### config.mk
export PLATFORM = sky130hd
export DESIGN_NAME = rapc_cell
export DESIGN_NICKNAME = d
export VERILOG_FILES = /design/src/design/rapc_pkg.sv /design/src/design/rapc_cell.sv
export SDC_FILE = /design/constraint.sdc
export NUM_CORES = 1
export LEC_CHECK = 0
export BUFFER_PORTS_ARGS = -buffer_cell sky130_fd_sc_hd__buf_2
export CAP_MARGIN = 20
export CORE_ASPECT_RATIO = 1.2
export CORE_UTILIZATION = 45
export DETAILED_ROUTE_END_ITERATION = 10
export PLACE_DENSITY = 0.76
export SYNTH_ARGS = -nofsm -noshare
export SYNTH_HDL_FRONTEND = slang
export SYNTH_SLANG_ARGS = --single-unit
### constraint.sdc
create_clock -name clk -period 5.4 [get_ports clk]
set_input_delay 1.08 -clock clk [delete_from_list [all_inputs] [get_ports clk]]
set_output_delay 1.08 -clock clk [all_outputs]
set_load 0.03 [all_outputs]
### src/design/rapc_pkg.sv
// Shared types and constants for the region access permission checker.
// Holds request/response structs, the probe handed along the cell chain,
// operation codes and controller states. Depends on nothing.
package rapc_pkg;

  localparam int MAX_REGIONS_DEFAULT = 8;
  localparam int ADDR_WIDTH_DEFAULT  = 32;

  localparam logic [7:0] THRESHOLD_RESET = 8'd3;
  localparam logic [31:0] COUNT_MAX = 32'hFFFF_FFFF;

  localparam logic [1:0] OP_CHECK = 2'd0;
  localparam logic [1:0] OP_ADD   = 2'd1;
  localparam logic [1:0] OP_CLEAR = 2'd2;

  typedef struct packed {
    logic [1:0]  op;
    logic [31:0] address;
    logic [31:0] size;
    logic [2:0]  access;
    logic [31:0] region_start;
    logic [31:0] region_end;
    logic [2:0]  region_perms;
  } req_t;

  typedef struct packed {
    logic        allowed;
    logic        violation;
    logic [2:0]  violating_region;
    logic        degraded_request;
    logic        table_full_error;
    logic [31:0] violations_seen;
    logic [3:0]  regions_in_use;
  } rsp_t;

  typedef struct packed {
    logic [31:0] address;
    logic [31:0] size;
    logic [2:0]  access;
    logic        hit;
  } probe_t;

  typedef enum logic [1:0] {
    ST_IDLE,
    ST_SCAN,
    ST_FINISH
  } state_t;

endpackage

### src/design/rapc_cell.sv
// One region cell: holds a start, an exclusive end and a permission mask,
// and passes the access probe on to the next cell with its denial verdict.
// Depends on rapc_pkg.
module rapc_cell #(
  parameter int INDEX = 0,
  parameter int IW    = 3,
  parameter int AW    = 32
) (
  input  logic              clk,
  input  logic              wr_en,
  input  logic [AW-1:0]     wr_start,
  input  logic [AW-1:0]     wr_end,
  input  logic [2:0]        wr_perms,
  input  logic              in_use,
  input  rapc_pkg::probe_t  probe_in,
  input  logic [IW-1:0]     idx_in,
  output rapc_pkg::probe_t  probe_out,
  output logic [IW-1:0]     idx_out
);

  logic [AW-1:0] region_start;
  logic [AW-1:0] region_end;
  logic [2:0]    region_perms;

  logic [AW-1:0] addr;
  logic [AW-1:0] gap;
  logic          overlap;
  logic          deny;

  rapc_pkg::probe_t probe_next;
  logic [IW-1:0]    idx_next;

  always_ff @(posedge clk) begin
    if (wr_en) begin
      region_start <= wr_start;
      region_end   <= wr_end;
      region_perms <= wr_perms;
    end
  end

  assign addr = probe_in.address[AW-1:0];
  assign gap  = region_start - addr;

  always_comb begin
    overlap = 1'b0;
    if (addr < region_end) begin
      if (addr > region_start) begin
        overlap = 1'b1;
      end else begin
        overlap = probe_in.size > 32'(gap);
      end
    end
  end

  assign deny = in_use && (probe_in.access != 3'd0) && overlap &&
                ((region_perms & probe_in.access) != probe_in.access);

  always_comb begin
    probe_next     = probe_in;
    probe_next.hit = probe_in.hit || deny;
  end

  assign idx_next = (!probe_in.hit && deny) ? IW'(INDEX) : idx_in;

  always_ff @(posedge clk) begin
    probe_out <= probe_next;
    idx_out   <= idx_next;
  end

endmodule

==> impl_metrics.toml, run 1 <==
[worst_hold_path]
whs_path_depth = 1
hold_class = "input port to flip-flop"
hp-start = "probe_in[3]"
hold_path_end = "probe_out[3]"

[setup_path]
arrival_ps = 4940
rr_startpoint = "region_start[1]"
slowest_delay_ps = 290
rr_worst_depth = 20
cp_num_buf_inv = 2
cp_data_required_time_ps = 5760
worstPathMaxFanout = 4
worstPathCellList = "buf_2 -> inv_1 -> ha_1 -> nor2b_1 -> o31a_1 -> o21ba_2 -> a21oi_1 -> o21ai_0 -> a21oi_1 -> o21bai_1 -> a21oi_1 -> xor2_1 -> ha_1 -> a21o_1 -> a21o_1 -> a21oi_1 -> o21ai_0 -> o31ai_1 -> a211oi_1 -> o21a_1 -> o211ai_1 -> and2_1"
r2r_end = "idx_out[0]"
critical_path.startpoint_type = "input port"
crit_path_end_kind = "flip-flop"
slowest_stage = "o31a_1"
cpMostUsedCell = "a21oi_1"
worstSetupPathType = "input port to flip-flop"
crit_family = "compound AO/OA/AOI/OAI gates"
reg2reg_slack_ps = 1230

[power]
p_int_uw = 2210
leakage_uw = 0.00439
p_seq_frac = 0.392
finalPower_uw = 3040
switching_share = 0.272
ir_worst_vdd_v = 0.000200
p_sw_uw = 827
combPwrFrac = 0.217
p_clk_frac = 0.392
p_per_area_mw_per_mm2 = 346

[finish]
drive_above_1_share = 0.312
final_area_sq_mm = 0.00877
layout.nets = 1069
fin_util = 0.586
num-fill-cells = 1284
area.sequential_sq_mm = 0.00343
area_growth_pct = 27.6
multiInputGateArea_sq_mm = 0.00309

[place]
gp_congestion = 0.823
place_hpwl_mm = 12.0
place_area_sq_mm = 0.00815
io_buffers = 211

[grt]
overflow = 0
grt_usage = 0.199
grt_max_degree = 56
grt_pass1_wl_mm = 23.5
grt_pass1_vias = 4955
antenna_found_initial = 2

[route]
drtIter0Drc = 209
drc = 0
via_per_inst = 4.92
vias = 5165
firstDrtPassIters = 6
wl_per_cell_microns = 14.5
routed_wl_mm = 15.3
final_antenna_net_count = 0

[logic_synthesis]
avgSynthCellArea_sq_um = 11.3
yosysSeqAreaShare = 0.499
synth.largest_area_cell = "edfxtp_1"
synth_area_leaders = "edfxtp_1 29%, dfxtp_1 21%, ha_1 17%"
synthTopCellsByCount = "95 x ha_1, 82 x inv_1, 71 x dfxtp_1"
synth_enable_flop_cells = 67
synth_cells = 606
ys_seq_elements = 138
yosysMostFrequentCell = "ha_1"
synth_top_flop_cell = "dfxtp_1"
synthArstFlopShare = 0
synth_nets = 843
netlist.area_leader.share = 0.293
ys_warn_count = 0
syn_area_sq_mm = 0.00688
ys_types = 58

[sta]
fmax_mhz = 218
skew_ps = 7.37
finalMaxSlewViolations = 0
setup_viol = 0
setup_tns_ps = 0
relSlewSlack = 0.517
hold_violations = 0
finalCritPeriodShare = 0.849
post-route-min-period_ps = 4580
rsz0062_at_grt = "no"
worst_pin_slew_ps = 724

[clocking]
clk_latency_ps = 420
htree_levels = 4
cts_tree = "done"
numCtsBuffers = 17
clk_path_buf_depth = 2
cts_root_buf = "clkbuf_16"
clk_pin_slew_ps = 60
cts_num_sinks = 138
cts_hold_buf = 0
cts_resized = 0
post-cts-setup-buffer-count = 0

[job]
maxCapViolations = 0

[floorplanning]
fp.dieW_microns = 115
die-area_sq_mm = 0.0158
start_util = 0.460
num_rows = 49
die_h_microns = 137
io_pins = 212
fp.coreArea_sq_mm = 0.0150

[outcome]
outcome = "finished, final reports clean"
[routing by layer]
metal	GRT usage	share of wire	vias up
met5	0	0.00085	-
met2	0.345	0.50	156
met1	0.236	0.43	2339
met4	0.0859	0.024	2
met3	0.0462	0.048	31
li1	-	-	2637
[cell usage in the layout (no fill, tap or decap), types with 8 or more instances in the layout]
cell	n
buf_2	211
ha_1	95
inv_1	82
dfxtp_1	71
edfxtp_1	67
a21o_1	41
a21oi_1	35
o21ai_0	22
nand2_1	19
nor2_1	18
clkbuf_16	17
nand4_1	14
xnor2_1	13
xor2_1	11
nand2b_1	8
o21a_1	8
[flip-flops by register name, indices dropped and copies added, names as in the netlist]
| register | cells |
|---|---|
| region_perms | 3 |
| region_start | 32 |
| region_end | 32 |
| idx_out | 3 |
| probe_out | 68 |
[worst max-delay path by stage]
stage                             from    endpoint  slack (ps)  cells after the start
after floorplan           probe_in[37]  idx_out[0]         880                     21
after global placement    probe_in[37]  idx_out[1]         470                     22
after detailed placement  probe_in[37]  idx_out[0]         390                     22
after CTS                 probe_in[37]  idx_out[0]         810                     22
after global routing      probe_in[37]  idx_out[0]         460                     22
final                     probe_in[37]  idx_out[0]         820                     22
[power groups by stage]
| stage | registers [uW] | clock network, uW | logic [uW] |
|---|---|---|---|
| floorplan | 1270 | 0 | 404 |
| global placement | 1210 | 0 | 646 |
| detailed placement | 1210 | 0 | 656 |
| CTS | 1190 | 1210 | 663 |
| global route | 1200 | 1250 | 743 |
| finish | 1190 | 1190 | 658 |
[final cells by class]
type	count	share of cell area
Tap cell	204	0.0291
Timing Repair Buffer	212	0.121
Sequential cell	138	0.391
Clock inverter	9	0.0125
Clock buffer	23	0.0579
Multi-Input combinational cell	381	0.353
Inverter	82	0.0351
Antenna cell	1	0.000285
[per-stage QoR]
stage | hold slack [ps] | cells | setup slack (ps)
detailed placement | 859 | 1017 | 393
CTS | 762 | 1049 | 811
finish | 774 | 1050 | 816
global placement | 856 | 1017 | 473
global route | 756 | 1050 | 457
floorplan | 775 | 606 | 880
[cell families after synthesis]
family                     after synthesis  synth area share
xor gates and xnor gates                24            0.0306
AOI/OAI and AO/OA                      152             0.153
DFF                                    138             0.499
buffers and inverters                   87            0.0509
muxes                                    2           0.00309
adders and majority gates               96             0.176
and+or+nand+nor                        107            0.0872
(Power assumes the default switching activity.)
==> run 2: changes to the inputs <==
ABC_AREA = 1   (was not set)
PLACE_DENSITY = 0.78   (was 0.76)
clock period = 3.8 ns   (was 5.4 ns; I/O delays follow)
==> run 2 against run 1 <==
  * Clock skew is 0.61 ps higher
  * Routed wire length increased by 3.9%
  * Combinational power rose by 52%
  * Die area is 3.6% higher
  * Synthesized area is 3.7% higher
  * Final cell count grew 17%
  * Largest power group is now clock
  * Count of clock-buffer cells in the layout fell by 3
  * Clock power up 47%
  * Design area increased by 3.8%
  * Non-clock buffer count is 1 higher
  * Hold slack lost 320 ps
  * Highest routed layer is now met4
==> impl_metrics.toml, run 2 <==
[outcome]
outcome = "finished, final reports clean"

[sta]
finalMaxSlewViolations = 0
finalCritPeriodShare = 0.867
rsz0062_at_grt = "no"
skew_ps = 7.98
worst_pin_slew_ps = 449
post-route-min-period_ps = 3290
hold_violations = 0
fmax_mhz = 304
setup_tns_ps = 0
relSlewSlack = 0.701
setup_viol = 0

[clocking]
htree_levels = 4
clk_latency_ps = 420
cts_resized = 0
numCtsBuffers = 17
cts_hold_buf = 0
clk_pin_slew_ps = 60
cts_num_sinks = 138
clk_path_buf_depth = 2
post-cts-setup-buffer-count = 0
cts_root_buf = "clkbuf_16"
cts_tree = "done"

[setup_path]
cp_data_required_time_ps = 4120
rr_startpoint = "region_start[0]"
worstPathMaxFanout = 4
r2r_end = "idx_out[0]"
rr_worst_depth = 23
crit_path_end_kind = "flip-flop"
reg2reg_slack_ps = 620
critical_path.startpoint_type = "input port"
worstSetupPathType = "input port to flip-flop"
arrival_ps = 3610

[logic_synthesis]
avgSynthCellArea_sq_um = 9.25
ys_warn_count = 0
synth_nets = 1008
synth_area_leaders = "edfxtp_1 28%, dfxtp_1 20%, ha_1 17%"
synth_top_flop_cell = "dfxtp_1"
synth.largest_area_cell = "edfxtp_1"
netlist.area_leader.share = 0.282
synthArstFlopShare = 0
synth_enable_flop_cells = 67
synthTopCellsByCount = "158 x nand2_1, 130 x inv_1, 95 x ha_1"
synth_cells = 771
syn_area_sq_mm = 0.00713
ys_types = 35
yosysSeqAreaShare = 0.482
ys_seq_elements = 138
yosysMostFrequentCell = "nand2_1"

[route]
routed_wl_mm = 15.9
drtIter0Drc = 217
vias = 5849
wl_per_cell_microns = 13.0
drc = 0
final_antenna_net_count = 0
firstDrtPassIters = 5
via_per_inst = 4.78

[finish]
area_growth_pct = 27.8
largest_registers = "probe_out: 68 flops, region_end: 32 flops, region_start: 32 flops"
layout.nets = 1240
largest_reg_flops = 68
final_area_sq_mm = 0.00911
drive_above_1_share = 0.255
stdcell_count = 1224
diodes = 0
mostFrequentLayoutCells = "211 x buf_2, 158 x nand2_1, 130 x inv_1"
largest_register = "probe_out"
final_common_cell = "buf_2"

[grt]
grt_usage = 0.203
grt_pass1_vias = 5558
overflow = 0
antenna_found_initial = 0
grt_pass1_wl_mm = 25.1
grt_max_degree = 68

[power]
leakage_uw = 0.00463
p_per_area_mw_per_mm2 = 487
ir_worst_vdd_v = 0.000277

[floorplanning]
die_h_microns = 140
die-area_sq_mm = 0.0163
io_pins = 212
fp.dieW_microns = 117
num_rows = 50
fp.coreArea_sq_mm = 0.0155
start_util = 0.459

[worst_hold_path]
whs_path_depth = 1
hp-start = "probe_in[1]"
hold_path_end = "probe_out[1]"
hold_class = "input port to flip-flop"

[place]
gp_congestion = 0.888
dp.cells = 1192
io_buffers = 211
place_hpwl_mm = 13.0
place_area_sq_mm = 0.00847

[job]
maxCapViolations = 0
[run 2: cell types whose count changed in the layout (fill, tap and decap cells not counted), moves of 7 or more]
| cell | change |
|---|---|
| a21oi_1 | +26 |
| nand2b_1 | -8 |
| nor2b_1 | -7 |
| a21o_1 | -35 |
| nor2_1 | +44 |
| nand3_1 | +14 |
| nand4_1 | -8 |
| nand2_1 | +139 |
| inv_1 | +48 |
[run 2: worst max path at each step]
stage | cells after the start | startpoint | endpoint | slack (ps)
2_1_floorplan | 22 | probe_in[36] | idx_out[0] | 480
3_3_place_gp | 23 | probe_in[36] | idx_out[0] | 160
3_5_place_dp | 23 | probe_in[36] | idx_out[0] | 70
4_1_cts | 23 | probe_in[36] | idx_out[0] | 500
5_1_grt | 23 | probe_in[36] | idx_out[0] | 200
6_report | 23 | probe_in[36] | idx_out[0] | 510
[run 2: stage by stage]
step                total power, uW  hold WS [ps]  setup WS [ps]   util
floorplan                      2400           734            481      -
global placement               2690           879            159  0.546
detailed placement             2720           879           73.9  0.546
CTS                            4480           438            500  0.587
global route                   4680           434            203  0.587
finish                         4440           450            507  0.587
[run 2: worst max-delay path, cell delays in order]
cell and delay (ps):
buf_2 120, ha_1 240, fa_1 430, o21ai_2 210, nand2_1 90, nand2_2 90
a21oi_2 80, o21bai_2 230, nand2_1 110, nand3_1 80, nand2_1 60, ha_1 290
nand2_1 50, nor2_1 110, nand4_1 100, nor2_1 130, nand2_1 70, nand2_1 50
nand2_1 40, nand2_1 80, nand3_2 90, nand2_1 80, inv_1 30
[run 2: cells by family after synthesis]
logic type                 count (synthesis)  share of synthesized area
adders and majority gates                 96                      0.170
xor gates and xnor gates                  23                     0.0283
DFF                                      138                      0.482
AOI/OAI and AO/OA                        117                     0.0976
buffers and inverters                    130                     0.0685
and+or+nand+nor                          267                      0.154
[run 2: final cells by class]
type	instances	area [sq um]
Multi-Input combinational cell	503	3210
Fill cell	1392	6410
Inverter	130	488
Clock inverter	12	169
Tap cell	208	260
Sequential cell	138	3430
Clock buffer	20	468
Timing Repair Buffer	213	1080
[run 2: metal layers]
metal  wire length, microns  vias up  global-route usage
li1                       -     3021                   -
met1                   7020     2653               0.240
met2                   7850      154               0.350
met3                    740       21              0.0518
met4                    253        0              0.0720
met5                      0        -                   0
[run 2: power breakdown]
| part | switching (uW) | internal, uW |
|---|---|---|
| Sequential | 23.0 | 1670 |
| Clock | 598 | 1150 |
| Combinational | 615 | 387 |
| Total | 1240 | 3200 |
==> run 3: changes to the inputs <==
==> constraint.sdc (replaced) <==
create_clock -name clk -period 3.8 [get_ports clk]
set_input_delay 0 -clock clk [delete_from_list [all_inputs] [get_ports clk]]
set_output_delay 0 -clock clk [all_outputs]
set_load 0.03 [all_outputs]
==> run 3 against run 2 <==
  * Via count is 14% higher
  * Final cell count rose by 12%
  * Clock skew fell by 1.2 ps
  * Critical endpoint unchanged
  * Sequential share of layout area shrank 5.7 points
  * First-iteration DRC count rose by 27%
  * Count of clock-buffer cells in the layout grew 1
  * Maximum frequency decreased by 10%
  * Core utilization grew 11 points
==> impl_metrics.toml, run 3 (synthesis gave the netlist of run 2 again) <==
[outcome]
outcome = "finished, final reports clean"

[setup_path]
worstPathCellList = "inv_2 -> ha_4 -> fa_2 -> o21ai_4 -> nand2_1 -> nand2_2 -> a21oi_4 -> o21bai_4 -> nand2_2 -> nand3_2 -> nand2_2 -> ha_4 -> nand2_1 -> nor2_2 -> nand4_1 -> nor2_2 -> nand2_1 -> nand2_1 -> nand2_1 -> nand2_2 -> nand3_2 -> nand2_1 -> dlygate4sd3_1 -> inv_1"
worstSetupPathType = "flip-flop to flip-flop"
arrival_ps = 3980
slowest_stage = "dlygate4sd3_1"
crit_path_end_kind = "flip-flop"
slowest_delay_ps = 540
cpMostUsedCell = "nand2_1"
critical_path.startpoint_type = "flip-flop"
cp_data_required_time_ps = 4120
worstPathMaxFanout = 4

[route]
drc = 0
vias = 6696
wl_per_cell_microns = 15.1
final_antenna_net_count = 0
via_per_inst = 4.90
routed_wl_mm = 20.6
drtIter0Drc = 276
firstDrtPassIters = 5

[finish]
drive_above_1_share = 0.260
fin_util = 0.692
largest_reg_flops = 68
largest_registers = "probe_out: 68 flops, region_end: 32 flops, region_start: 32 flops"
largest_register = "probe_out"
num-fill-cells = 1175
final_area_sq_mm = 0.0107
layout.nets = 1382
final_common_cell = "buf_2"
mostFrequentLayoutCells = "211 x buf_2, 154 x nand2_1, 139 x dlygate4sd3_1"
area_growth_pct = 50.7

[sta]
skew_ps = 6.76
setup_viol = 0
post-route-min-period_ps = 3660
finalMaxSlewViolations = 0
finalCritPeriodShare = 0.963
hold_violations = 0
worst_pin_slew_ps = 698
fmax_mhz = 273
relSlewSlack = 0.535
holdWs_ps = 18.9

[clocking]
clk_latency_ps = 420
cts_tree = "done"
cts_root_buf = "clkbuf_16"
cts_num_sinks = 138
numCtsBuffers = 17
clk_path_buf_depth = 2
clk_pin_slew_ps = 60
htree_levels = 4

[power]
ir_worst_vdd_v = 0.000280
combPwrFrac = 0.261
p_int_uw = 3340
leakage_uw = 0.00522
p_sw_uw = 1350
finalPower_uw = 4680
p_seq_frac = 0.362
switching_share = 0.287
p_per_area_mw_per_mm2 = 436
p_clk_frac = 0.376

[floorplanning]
start_util = 0.459
io_pins = 212
fp.dieW_microns = 117
die-area_sq_mm = 0.0163
fp.coreArea_sq_mm = 0.0155
num_rows = 50
die_h_microns = 140

[grt]
grt_usage = 0.252
antenna_found_initial = 0
grt_pass1_wl_mm = 31.1
overflow = 0
grt_pass1_vias = 6750
grt_max_degree = 54

[job]
maxCapViolations = 0

[place]
place_hpwl_mm = 13.2
place_area_sq_mm = 0.00845
gp_congestion = 0.872
io_buffers = 211

[worst_hold_path]
hold_class = "input port to flip-flop"
[run 3: changes by cell type in the layout (fill, tap and decap cells not counted), sizes merged]
| cell | before | now |
|---|---|---|
| clkbuf | 20 | 21 |
| buf | 213 | 216 |
| dlygate4sd3 | 0 | 139 |
| diode | 0 | 1 |
| inv | 131 | 130 |
[run 3: routing by layer]
layer,up-vias,track usage,part of all wire
li1,3313,-,-
met1,3074,0.275,0.39
met2,245,0.453,0.52
met3,64,0.0536,0.049
met4,0,0.119,0.034
met5,-,0,0
[run 3: area by class of cell]
| cell class | count | area, sq um | area share |
|---|---|---|---|
| Antenna cell | 1 | 2.50 | 0.000233 |
| Clock buffer | 21 | 470 | 0.0438 |
| Clock inverter | 11 | 168 | 0.0156 |
| Inverter | 130 | 488 | 0.0454 |
| Multi-Input combinational cell | 503 | 3430 | 0.320 |
| Sequential cell | 138 | 3430 | 0.320 |
| Tap cell | 208 | 260 | 0.0242 |
| Timing Repair Buffer | 355 | 2480 | 0.231 |
[run 3: timing repair]
item                                    4_1_cts  5_1_grt
hold endpoints to repair                    138        0
resized for setup                             0       50
buffers inserted                              0        4
hold buffers                                141        0
endpoints found under the setup margin        0        3
[run 3: path summary, 6_finish.rpt]
path | from | end | slack (ps) | cells past startpoint
setup / recovery | region_start[0] | idx_out[0] | 140 | 24
hold / removal | wr_en | region_start[27] | 20 | 1
setup reg to reg | region_start[0] | idx_out[0] | 140 | 24
hold reg to reg | region_start[31] | probe_out[0] | 920 | 8
[run 3: power groups by stage]
| stage | combinational, uW | clock (uW) | sequential [uW] |
|---|---|---|---|
| 2_1_floorplan | 600 | 0 | 1800 |
| 3_3_place_gp | 975 | 0 | 1720 |
| 3_5_place_dp | 995 | 0 | 1720 |
| 4_1_cts | 1120 | 1780 | 1690 |
| 5_1_grt | 1360 | 1850 | 1700 |
| 6_report | 1220 | 1760 | 1700 |
[run 3: worst max-delay path, delay by kind of cell (launching register included)]
| kind | cells | cell delay [ps] |
|---|---|---|
| buffers and inverters | 3 | 640 |
| adders and majority gates | 3 | 830 |
| AOI/OAI and AO/OA | 3 | 460 |
| and+or+nand+nor | 15 | 1260 |
| DFF | 1 | 350 |
[run 3: through the flow]
stage	worst slack (ps)	TNS, ps	std cells
4_1_cts	63.7	0	1364
3_5_place_dp	615	0	1191
5_1_grt	-113	-113	1366
6_report	139	0	1367
3_3_place_gp	735	0	1191
2_1_floorplan	920	0	771
